`config.mk`:
```
export PLATFORM = sky130hd
export DESIGN_NAME = edge_pair_frequency_meter
export DESIGN_NICKNAME = d
export VERILOG_FILES = /design/src/rtl/epfm_pkg.sv /design/src/rtl/epfm_divider.sv /design/src/rtl/edge_pair_frequency_meter.sv
export SDC_FILE = /design/constraint.sdc
export NUM_CORES = 1
export LEC_CHECK = 0
export ABC_AREA = 1
export ABC_CLOCK_PERIOD_IN_PS = 7200
export BUFFER_PORTS_ARGS = -buffer_cell sky130_fd_sc_hd__buf_2
export CORE_MARGIN = 2
export CORE_UTILIZATION = 64
export CTS_BUF_LIST = sky130_fd_sc_hd__clkbuf_4
export DETAILED_ROUTE_END_ITERATION = 10
export MAX_ROUTING_LAYER = met4
export PLACE_DENSITY = 0.84
export SKIP_CTS_REPAIR_TIMING = 1
export SLEW_MARGIN = 10
export SYNTH_ARGS = -nofsm -noshare
export SYNTH_HDL_FRONTEND = slang
export SYNTH_SLANG_ARGS = --single-unit
```
`constraint.sdc`:
```
create_clock -name aclk -period 7.2 [get_ports aclk]
set_input_delay 1.44 -clock aclk [delete_from_list [all_inputs] [get_ports aclk]]
set_output_delay 1.44 -clock aclk [all_outputs]
set_load 0.1 [all_outputs]
```
`src/rtl/epfm_pkg.sv`:
```
// shared widths and constants of the edge pair frequency meter
`timescale 1ns / 1ps

package epfm_pkg;

    localparam int TIME_WIDTH  = 32;
    localparam int COUNT_WIDTH = 32;
    localparam int PERIOD_W    = 16;

    // result frequency: unsigned q19.8, full scale 500000 hz
    localparam int FREQ_W = 27;
    localparam logic [FREQ_W-1:0] FREQ_FULL = 27'd128000000;

    // full scale = FREQ_ODD * 2**FREQ_SHIFT
    localparam int ODD_W      = 14;
    localparam int FREQ_SHIFT = FREQ_W - ODD_W;
    localparam logic [ODD_W-1:0] FREQ_ODD = 14'd15625;
    localparam int PROD_W = COUNT_WIDTH + ODD_W;

    // quotient bit counter
    localparam int QCNT_W = $clog2(FREQ_W);

    localparam logic [PERIOD_W-1:0] PERIOD_RESET = 16'd5000;

    // configuration space
    localparam int APB_ADDR_W = 3;
    localparam int APB_DATA_W = 32;
    localparam logic REG_IDX_PERIOD = 1'b0;

endpackage

```
`src/rtl/epfm_divider.sv`:
```
// radix-2 divider: floor(full_scale * pairs / sum), one quotient bit per cycle
`timescale 1ns / 1ps

module epfm_divider
    import epfm_pkg::*;
(
    input  logic                   aclk,
    input  logic                   aresetn,
    input  logic                   start,
    input  logic [COUNT_WIDTH-1:0] pairs,     // must be below sum
    input  logic [TIME_WIDTH-1:0]  sum,       // nonzero
    output logic                   done,
    output logic [FREQ_W-1:0]      quotient
);

    typedef enum logic [1:0] {
        D_IDLE,
        D_MUL,
        D_DIV
    } div_state_t;

    div_state_t              state_reg;
    logic                    done_reg;
    logic [QCNT_W-1:0]       cnt_reg;
    logic [TIME_WIDTH-1:0]   rem_reg;
    logic [FREQ_W-1:0]       low_reg;      // low dividend bits, msb first
    logic [FREQ_W-1:0]       q_reg;

    logic [PROD_W-1:0]       prod;
    logic [TIME_WIDTH:0]     trial;
    logic [TIME_WIDTH:0]     diff;
    logic                    q_bit;

    // pairs * odd part of full scale; the power of two part is the zero tail
    assign prod  = PROD_W'(pairs) * PROD_W'(FREQ_ODD);

    assign trial = {rem_reg, low_reg[FREQ_W-1]};
    assign diff  = trial - {1'b0, sum};
    assign q_bit = (trial >= {1'b0, sum});

    always_ff @(posedge aclk) begin
        if (!aresetn) begin
            state_reg <= D_IDLE;
            done_reg  <= 1'b0;
            cnt_reg   <= '0;
        end else begin
            done_reg <= 1'b0;
            case (state_reg)
                D_IDLE: begin
                    if (start) begin
                        state_reg <= D_MUL;
                    end
                end
                D_MUL: begin
                    // top of dividend is below sum since pairs < sum
                    rem_reg   <= TIME_WIDTH'(prod[PROD_W-1:ODD_W]);
                    low_reg   <= {prod[ODD_W-1:0], {FREQ_SHIFT{1'b0}}};
                    cnt_reg   <= '0;
                    state_reg <= D_DIV;
                end
                D_DIV: begin
                    rem_reg <= q_bit ? diff[TIME_WIDTH-1:0] : trial[TIME_WIDTH-1:0];
                    low_reg <= {low_reg[FREQ_W-2:0], 1'b0};
                    q_reg   <= {q_reg[FREQ_W-2:0], q_bit};
                    cnt_reg <= cnt_reg + 1'b1;
                    if (cnt_reg == QCNT_W'(FREQ_W - 1)) begin
                        done_reg  <= 1'b1;
                        state_reg <= D_IDLE;
                    end
                end
                default: begin
                    state_reg <= D_IDLE;
                end
            endcase
        end
    end

    assign done     = done_reg;
    assign quotient = q_reg;

endmodule

```
`src/rtl/edge_pair_frequency_meter.sv`:
```
// top level of the edge pair frequency meter: pairing, windowing and result port
//
// channel  | handshake              | payload
// ---------+------------------------+----------------------------------------------
// s_       | s_tvalid / s_tready    | s_tdata: edge_time_us, edge_time_ms
// m_       | m_tvalid / m_tready    | m_tdata: frequency_q8, pair_count; m_tuser: zero_interval
// apb      | psel / penable / pready| reg 0 at byte 0: report_period_ms
//
// an edge that reports nothing is taken in the idle state; a saturated report goes
// straight to the hand-over; a divided report passes the radix-2 divider (start,
// multiply step, 27 quotient bits at one bit per cycle, done) and then the hand-over
// synchronous active-low reset clears pairing, sum, count and window start
// a finished result sits in the output register; a stalled m_ side holds the
// block in its final step only when a new result is ready behind the old one
`timescale 1ns / 1ps

module edge_pair_frequency_meter
    import epfm_pkg::*;
(
    input  logic                  aclk,
    input  logic                  aresetn,

    // input beats
    input  logic                  s_tvalid,
    output logic                  s_tready,
    input  logic [63:0]           s_tdata,    // [31:0] edge_time_us, [63:32] edge_time_ms

    // result beats
    output logic                  m_tvalid,
    input  logic                  m_tready,
    output logic [63:0]           m_tdata,    // [26:0] frequency_q8, [58:27] pair_count, rest 0
    output logic                  m_tuser,    // [0] zero_interval

    // configuration
    input  logic                  psel,
    input  logic                  penable,
    input  logic                  pwrite,
    input  logic [APB_ADDR_W-1:0] paddr,
    input  logic [APB_DATA_W-1:0] pwdata,
    output logic [APB_DATA_W-1:0] prdata,
    output logic                  pready
);

    typedef enum logic [1:0] {
        ST_IDLE,
        ST_DIV,
        ST_DONE
    } state_t;

    state_t                  state_reg;
    logic [PERIOD_W-1:0]     period_reg;
    logic                    pair_open_reg;
    logic [TIME_WIDTH-1:0]   first_us_reg;
    logic [TIME_WIDTH-1:0]   sum_reg;
    logic [COUNT_WIDTH-1:0]  pairs_reg;
    logic [TIME_WIDTH-1:0]   win_start_reg;

    // operands and pending result of the report in flight
    logic [TIME_WIDTH-1:0]   div_sum_reg;
    logic [COUNT_WIDTH-1:0]  div_pairs_reg;
    logic                    div_start_reg;
    logic [FREQ_W-1:0]       res_freq_reg;
    logic                    res_zero_reg;

    // output register
    logic                    m_valid_reg;
    logic [FREQ_W-1:0]       m_freq_reg;
    logic [COUNT_WIDTH-1:0]  m_pairs_reg;
    logic                    m_zero_reg;

    logic [TIME_WIDTH-1:0]   in_us;
    logic [TIME_WIDTH-1:0]   in_ms;
    logic                    in_accept;
    logic [TIME_WIDTH-1:0]   sum_next;
    logic [COUNT_WIDTH-1:0]  pairs_next;
    logic [TIME_WIDTH-1:0]   elapsed_ms;
    logic                    report;
    logic                    cfg_write;
    logic                    div_done;
    logic [FREQ_W-1:0]       div_q;
    logic                    out_free;

    assign in_us     = s_tdata[TIME_WIDTH-1:0];
    assign in_ms     = s_tdata[2*TIME_WIDTH-1:TIME_WIDTH];
    assign s_tready  = (state_reg == ST_IDLE);
    assign in_accept = s_tvalid && s_tready;

    // interval of this pair wraps with the timestamp
    assign sum_next   = sum_reg + (in_us - first_us_reg);
    assign pairs_next = pairs_reg + 1'b1;
    assign elapsed_ms = in_ms - win_start_reg;
    assign report     = (elapsed_ms >= TIME_WIDTH'(period_reg));

    assign out_free  = !m_valid_reg || m_tready;

    assign pready    = 1'b1;
    assign cfg_write = psel && penable && pwrite && pready;
    assign prdata    = (paddr[2] == REG_IDX_PERIOD) ? APB_DATA_W'(period_reg) : '0;

    epfm_divider u_div (
        .aclk     (aclk),
        .aresetn  (aresetn),
        .start    (div_start_reg),
        .pairs    (div_pairs_reg),
        .sum      (div_sum_reg),
        .done     (div_done),
        .quotient (div_q)
    );

    always_ff @(posedge aclk) begin
        if (!aresetn) begin
            state_reg     <= ST_IDLE;
            period_reg    <= PERIOD_RESET;
            pair_open_reg <= 1'b0;
            first_us_reg  <= '0;
            sum_reg       <= '0;
            pairs_reg     <= '0;
            win_start_reg <= '0;
            div_start_reg <= 1'b0;
            m_valid_reg   <= 1'b0;
        end else begin
            div_start_reg <= 1'b0;

            if (cfg_write && (paddr[2] == REG_IDX_PERIOD)) begin
                period_reg <= pwdata[PERIOD_W-1:0];
            end

            if (m_valid_reg && m_tready) begin
                m_valid_reg <= 1'b0;
            end

            case (state_reg)
                ST_IDLE: begin
                    if (in_accept) begin
                        if (!pair_open_reg) begin
                            // first edge of a pair
                            first_us_reg  <= in_us;
                            pair_open_reg <= 1'b1;
                        end else begin
                            pair_open_reg <= 1'b0;
                            if (!report) begin
                                sum_reg   <= sum_next;
                                pairs_reg <= pairs_next;
                            end else begin
                                // close the window
                                sum_reg       <= '0;
                                pairs_reg     <= '0;
                                win_start_reg <= in_ms;
                                div_sum_reg   <= sum_next;
                                div_pairs_reg <= pairs_next;
                                if (sum_next == '0) begin
                                    res_freq_reg <= FREQ_FULL;
                                    res_zero_reg <= 1'b1;
                                    state_reg    <= ST_DONE;
                                end else if (TIME_WIDTH'(pairs_next) >= sum_next) begin
                                    // at or above full scale
                                    res_freq_reg <= FREQ_FULL;
                                    res_zero_reg <= 1'b0;
                                    state_reg    <= ST_DONE;
                                end else begin
                                    res_zero_reg  <= 1'b0;
                                    div_start_reg <= 1'b1;
                                    state_reg     <= ST_DIV;
                                end
                            end
                        end
                    end
                end
                ST_DIV: begin
                    if (div_done) begin
                        res_freq_reg <= div_q;
                        state_reg    <= ST_DONE;
                    end
                end
                ST_DONE: begin
                    // hand over once the output register is free
                    if (out_free) begin
                        m_valid_reg <= 1'b1;
                        m_freq_reg  <= res_freq_reg;
                        m_pairs_reg <= div_pairs_reg;
                        m_zero_reg  <= res_zero_reg;
                        state_reg   <= ST_IDLE;
                    end
                end
                default: begin
                    state_reg <= ST_IDLE;
                end
            endcase
        end
    end

    assign m_tvalid = m_valid_reg;
    assign m_tdata  = {{(64 - FREQ_W - COUNT_WIDTH){1'b0}}, m_pairs_reg, m_freq_reg};
    assign m_tuser  = m_zero_reg;

endmodule

```
==> results.ini, run 1 <==
[synthesis]
synthCells=3928
synthArstFlopShare_pct=0
synth.avg_cell_area_um2=7.898
synth_flop_cell=edfxtp_1
synth_top_area_cell=edfxtp_1
synth_edf_count=225
yosys-top-cells-area=edfxtp_1 (22%), ha_1 (12%), fa_1 (11%), inv_1 (11%), nand2_1 (10%)
synth_top_area_share_pct=21.78
ys_ff_latch=382
ys_warn_count=0
syn_area_um2=31020
ys_types=58
ys_seq_area_share_pct=31.91

[pwr]
finalPower_uw=12440
p_comb_share_pct=59.5
p_int_uw=6347
seqPwrFrac_pct=24.1
p_clk_share_pct=16.4
power_switching_uw=6098
power_density_nw_per_um2=369.9
leakage_uw=0.01683
ir_drop_v=0.0001977
switching_share_pct=49.00

[detailed_routing]
vias=25850
drc=0
wire_per_inst_um=15.81
initialDrtViolationCount=1794
drtPass1Iterations=6
ant_nets=0
routed_wl_mm=76.56
avgViaCountPerCell=5.339

[final_layout]
syn_to_final_growth_pct=8.438
drive_gt1_share_pct=10.31
fin_nets=4712
num-fill-cells=3800
final_cells=4842

[floorplanning]
die_height_um=224.2
start_util_pct=64.97
row_count=80
dieWidth_um=224.2
io_pins=206
core-area_um2=47750
die_area_um2=50250

[setup_path]
path_cells=inv_1 > fa_1 > inv_1 > fa_1 > fa_1 > fa_1 > ha_1 > inv_1 > fa_1 > inv_1 > ha_1 > nand2_1 > inv_1 > a21oi_1 > o21ai_0 > a31oi_1 > nand3_1 > nand3b_1 > nand3_1 > o21ai_0 > nand2_1
crit_buf_inv=5
cpLargestDelayFamily=adder cells
cp-start-kind=flip-flop
slowest_delay_ns=0.58
crit_path_max_fanout=6
slowest_stage=fa_1
critPathRequiredTime_ns=7.90
cp.arrival_ns=6.76
path_class=flip-flop to flip-flop
worstSetupEndpointType=flip-flop

[sta]
fin_crit_sh_pct=84.13
slew_headroom_pct=27.49
finalHoldViolations=0
hold_ws_ns=0.4178
period_minus_slack_ns=6.057
worst_slack_ns=1.143
finalSetupTns_ns=0
slew_viol_final=0
clock.fmax_ghz=0.1651
setup_viol=0
tightest_slew_ns=1.086
finClkSkew_ns=0.09851
rsz0062_at_grt=false

[place]
gp_congestion=0.9782
dp_cells=4649
dpl.hpwl_mm=59.37
placement.io_buffers=165
dp_slack_ns=1.036

[grt]
grt_pass1_vias=25475
track_usage_pct=32.01
grt_pass1_wl_mm=124.9
antenna_found_initial=5
grt_start_max_net_pins=69
gr-total-overflow=0

[cts]
worstSkewPairLatency_ns=0.96
clockBufferDepth=3
clk_pin_slew_ns=0.08
cts_tree=done
h-tree-depth=3
cts.sinks=382
cts_buffers=100
cts_root_buf=clkbuf_4

[status]
status=finished clean

[min_path]
hp-class=flip-flop to flip-flop

[job]
maxCapViolations=0

Yosys cell counts, types with 4 or more instances:
cell type	number
clkbuf_1	42
nor4_1	8
nand3_2	7
nand3_1	172
o22ai_2	29
a21o_1	5
xnor2_1	44
xor2_1	58
fa_1	168
nand2_2	4
nor2_1	255
nor3_1	38
nand3b_1	9
o21a_1	8
inv_1	890
o211ai_1	18
o21ai_1	5
o21bai_1	8
buf_1	7
a21oi_1	291
dfxtp_1	157
nand2_1	856
nand4_1	40
buf_2	4
nor2_2	5
or2_2	26
and2_1	6
buf_6	9
edfxtp_1	225
a31oi_1	20
buf_4	26
inv_2	5
o21ai_0	142
ha_1	302
power groups by stage:
stage / Combinational [µW] / Clock (µW) / Sequential [µW]
after floorplan: 5390 / 0 / 3040
after global placement: 7160 / 0 / 3030
after detailed placement: 7320 / 0 / 3030
after CTS: 7350 / 2080 / 3000
after global routing: 8400 / 2170 / 3030
final: 7400 / 2040 / 3000
logic make-up after synthesis:
| kind of cell | synth area share, % |
|---|---|
| AO/OA/AOI/OAI | 10.03 |
| XOR/XNOR | 2.880 |
| adder cells (fa/ha/maj) | 23.02 |
| buffers and inverters | 12.67 |
| flip-flops | 31.91 |
| other | 0.02421 |
| AND/OR/NAND/NOR | 19.46 |
layout by cell type (no fill, tap or decap), types with 5 or more instances in the layout:
cell and n:
o21ai_1 5, buf_4 12, conb_1 22, clkinv_2 7, edfxtp_1 225, a21oi_1 291, dfxtp_1 157, nand3_2 8
clkbuf_4 151, nand2_1 856, nor2_1 253, inv_1 889, nand4_1 40, inv_2 7, o22ai_2 29, buf_2 165
ha_1 302, o21ai_0 142, nand3_1 171, clkinv_1 19, xor2_1 58, or2_2 26, a31oi_1 20, xnor2_1 44
nor3_1 37, o21a_1 8, o211ai_1 18, nor2_2 6, nor4_1 8, and2_1 6, a21o_1 5, o21bai_1 8
diode_2 8, fa_1 168, nand3b_1 9
per-stage QoR:
stage	area, µm²	utilization, %
2_1_floorplan	31100	-
3_3_place_gp	32250	67.54
3_5_place_dp	32250	67.54
4_1_cts	33620	70.41
5_1_grt	33640	70.45
6_report	33640	70.46
worst reg2reg max path: cells and delay by family, from the launching register on:
kind	cells	cell delay, ns
buf+inv	5	0.49
simple gates	5	0.74
compound gates	4	0.84
fa+ha+maj	7	3.29
flops	1	0.54
path summary, 6_finish.rpt:
kind                                                     start                           to  slack, ns  cells after the start
worst max-delay path               div_pairs_reg[15]$_DFFE_PP_  u_div.rem_reg[31]$_DFFE_PP_       1.14                     21
worst min-delay path            res_freq_reg[18]$_SDFFCE_PN0P_     m_freq_reg[18]$_DFFE_PP_       0.42                      0
worst max register to register     div_pairs_reg[15]$_DFFE_PP_  u_div.rem_reg[31]$_DFFE_PP_       1.14                     21
worst min register to register  res_freq_reg[18]$_SDFFCE_PN0P_     m_freq_reg[18]$_DFFE_PP_       0.42                      0
metal layers:
metal / vias up / global-route usage, % / part of all wire, % / routed length [µm]
li1: 12888 / - / - / -
met1: 11877 / 39.58 / 42 / 32210
met2: 877 / 52.39 / 48 / 36410
met3: 208 / 5.220 / 6.6 / 5078
met4: 0 / 13.29 / 3.7 / 2854
met5: - / - / 0 / 0
area by class of cell:
type | count | area [µm²] | share of cell area, %
diodes | 8 | 20.02 | 0.05951
clock buffers | 151 | 1134 | 3.370
clock inverters | 34 | 239.0 | 0.7104
inverters | 898 | 3376 | 10.03
multi-input cells | 2577 | 17290 | 51.39
flip-flops and latches | 382 | 9899 | 29.43
well taps | 615 | 769.5 | 2.287
repair buffers | 177 | 915.9 | 2.723
Note: power is estimated with default switching activity, not from simulation.
==> run 2, diff against run 1 <==
Settings changed: ABC_CLOCK_PERIOD_IN_PS 7200 to 5300, CORE_UTILIZATION 64 to 58, PLACE_DENSITY 0.84 to 0.8.
Clock period 7.2 ns to 5.3 ns, I/O delays scaled along.
==> run 2 against run 1 <==
Power increased by 69%. Fmax increased by 11%. First-iteration DRC count is 20% higher. The flow now finishes with violations (setup timing). Sequential share of layout area fell by 2.1 points. Clock power is 29% higher. Sequential power rose by 35%. Highest routed layer unchanged. Wire length rose by 9.6%. Combinational power rose by 93%.
==> results.ini, run 2 (synthesized netlist as in run 1, its figures left out) <==
[sta]
finalHoldViolations=0  ; unchanged
setup_viol=18  ; was 0
clock.fmax_ghz=0.1831  ; was 0.1651 GHz
rsz0062_at_grt=true  ; was false
slew_viol_final=0  ; unchanged
period_minus_slack_ns=5.462  ; was 6.057 ns
slew_headroom_pct=18.92  ; was 27.49%
finClkSkew_ns=0.09701  ; was 0.09851 ns
worst_slack_ns=-0.1625  ; was 1.143 ns
tightest_slew_ns=1.216  ; was 1.086 ns
hold_ws_ns=0.4067  ; was 0.4178 ns
fin_crit_sh_pct=103.1  ; was 84.13%

[final_layout]
most-common-layout-cells=inv_1 (839), nand2_1 (829), ha_1 (276), a21oi_1 (259), nor2_1 (236)  ; was inv_1 (889), nand2_1 (856), ha_1 (302), a21oi_1 (291), nor2_1 (253)
fin_nets=4922  ; was 4,712
final_common_cell=inv_1  ; unchanged
num-fill-cells=4272  ; was 3,800
final_cells=5126  ; was 4,842
drive_gt1_share_pct=18.61  ; was 10.31%
syn_to_final_growth_pct=16.82  ; was 8.438%

[place]
dpl.hpwl_mm=62.82  ; was 59.37 mm
dp_slack_ns=-0.3126  ; was 1.036 ns
placement.io_buffers=165  ; unchanged
gp_congestion=0.9825  ; was 0.9782
dp_cells=4904  ; was 4,649

[floorplanning]
start_util_pct=58.80  ; was 64.97%
core-area_um2=52760  ; was 47,750 µm²
die_height_um=235.3  ; was 224.2 µm
die_area_um2=55350  ; was 50,250 µm²
row_count=84  ; was 80
dieWidth_um=235.3  ; was 224.2 µm
io_pins=206  ; unchanged

[grt]
track_usage_pct=29.64  ; was 32.01%
gr-total-overflow=0  ; unchanged
grt_pass1_wl_mm=128.5  ; was 124.9 mm
antenna_found_initial=6  ; was 5
grt_start_max_net_pins=69  ; unchanged
grt_pass1_vias=25911  ; was 25.48k

[detailed_routing]
avgViaCountPerCell=5.300  ; was 5.339
drc=0  ; unchanged
wire_per_inst_um=16.37  ; was 15.81 µm
drtPass1Iterations=5  ; was 6
ant_nets=0  ; unchanged
initialDrtViolationCount=2146  ; was 1,794
routed_wl_mm=83.92  ; was 76.56 mm
vias=27166  ; was 25.85k

[pwr]
ir_drop_v=0.0004938  ; was 0.0001977 V
switching_share_pct=47.24  ; was 49.00%
p_comb_share_pct=68.2  ; was 59.5%
finalPower_uw=21010  ; was 12,440 µW
p_clk_share_pct=12.5  ; was 16.4%
p_int_uw=11090  ; was 6347 µW
power_density_nw_per_um2=579.8  ; was 369.9 nW/µm²
power_switching_uw=9927  ; was 6098 µW
leakage_uw=0.01787  ; was 0.01683 µW
seqPwrFrac_pct=19.3  ; was 24.1%

[status]
violations=setup timing
status=finished with violations  ; was finished clean

[min_path]
holdPathEnd=period_reg[9]$_SDFFE_PN1P_  ; was m_freq_reg[18]$_DFFE_PP_
min_path_cells=3  ; was 0
holdCritStartpoint=pwdata[9]  ; was res_freq_reg[18]$_SDFFCE_PN0P_
hp-class=primary input to flip-flop  ; was flip-flop to flip-flop

[setup_path]
critPathRequiredTime_ns=5.96  ; was 7.90 ns
reg2reg_to=u_div.rem_reg[31]$_DFFE_PP_  ; unchanged
worstSetupEndpointType=flip-flop  ; unchanged
cp-start-kind=flip-flop  ; unchanged
cp.arrival_ns=6.13  ; was 6.76 ns
crit_path_max_fanout=4  ; was 6
reg2reg_slack_ns=-0.16  ; was 1.14 ns
timing.rr.start=div_pairs_reg[16]$_DFFE_PP_  ; was div_pairs_reg[15]$_DFFE_PP_
path_class=flip-flop to flip-flop  ; unchanged
rr_worst_depth=23  ; was 21

[cts]
cts.sinks=382  ; unchanged
clockBufferDepth=3  ; unchanged
clk_pin_slew_ns=0.08  ; about the same
cts_root_buf=clkbuf_4  ; unchanged
h-tree-depth=3  ; unchanged
worstSkewPairLatency_ns=0.91  ; was 0.96 ns
cts_buffers=100  ; unchanged
cts_tree=done  ; unchanged

[job]
maxCapViolations=0  ; unchanged

run 2: changes by cell type in the layout (fill, tap and decap cells not counted), moves of 14 or more:
cell,delta
ha_1,-26
a21oi_1,-32
nor2_1,-17
a21oi_2,+27
nand2_1,-27
clkinv_1,+19
nand2_2,+23
inv_1,-50
buf_6,+14
ha_4,+25
buf_4,+194
inv_2,+49
nor2_2,+16
run 2: layout make-up:
type | count | area, µm² | share of cell area, %
antenna | 6 | 15.01 | 0.04143
clock buffer | 140 | 1051 | 2.900
clock inverter | 48 | 245.2 | 0.6767
inverter | 898 | 3376 | 9.315
multi-input combinational | 2577 | 18220 | 50.28
sequential | 382 | 9899 | 27.32
tap | 688 | 860.8 | 2.375
timing repair buffer | 387 | 2570 | 7.092
run 2: power groups by stage:
stage	logic [µW]	registers [µW]	clock network, µW
after floorplan	7340	4120	0
after detailed placement	11500	4090	0
after CTS	11600	4040	2690
after global routing	15600	4080	2840
final	14300	4050	2630
after global placement	11200	4090	0
run 2: worst max-delay path, cell delays in order, from the launching register on:
cell and delay [ns]:
edfxtp_1 0.41, inv_2 0.10, buf_4 0.15, fa_1 0.49, inv_1 0.06, fa_2 0.57, fa_1 0.42, fa_1 0.46
ha_2 0.32, inv_1 0.04, fa_1 0.51, inv_1 0.08, ha_4 0.30, nand2_2 0.09, nor2_2 0.16, inv_2 0.08
nor4_4 0.25, nand3_1 0.16, nand3_2 0.15, nand3b_1 0.10, nand3_2 0.08, a21oi_1 0.06, o21ai_1 0.12, nand2_1 0.06
run 2: worst max path at each step:
stage                                            from                           to  cells past startpoint
after floorplan            div_pairs_reg[1]$_DFFE_PP_   u_div.rem_reg[9]$_DFFE_PP_                     23
after global placement    div_pairs_reg[16]$_DFFE_PP_  u_div.rem_reg[31]$_DFFE_PP_                     23
after global routing      div_pairs_reg[16]$_DFFE_PP_  u_div.rem_reg[31]$_DFFE_PP_                     23
after detailed placement  div_pairs_reg[18]$_DFFE_PP_  u_div.rem_reg[23]$_DFFE_PP_                     21
final                     div_pairs_reg[16]$_DFFE_PP_  u_div.rem_reg[31]$_DFFE_PP_                     23
after CTS                 div_pairs_reg[18]$_DFFE_PP_  u_div.rem_reg[23]$_DFFE_PP_                     21
run 2: routing by layer:
layer	wire, µm	GRT usage [%]	vias to the layer above
met2	40440	48.46	958
met5	0	-	-
met1	34660	37.46	12662
li1	-	-	13303
met4	3304	10.52	0
met3	5514	4.773	243
run 2: per-stage QoR:
step           utilization, %  instance area, µm²  TNS, ns
2_1_floorplan               -               31110        0
3_3_place_gp            63.96               33740   -3.424
3_5_place_dp            63.96               33740   -6.195
4_1_cts                 66.41               35040   -4.606
5_1_grt                 68.69               36240   -5.283
6_report                68.69               36240   -1.292
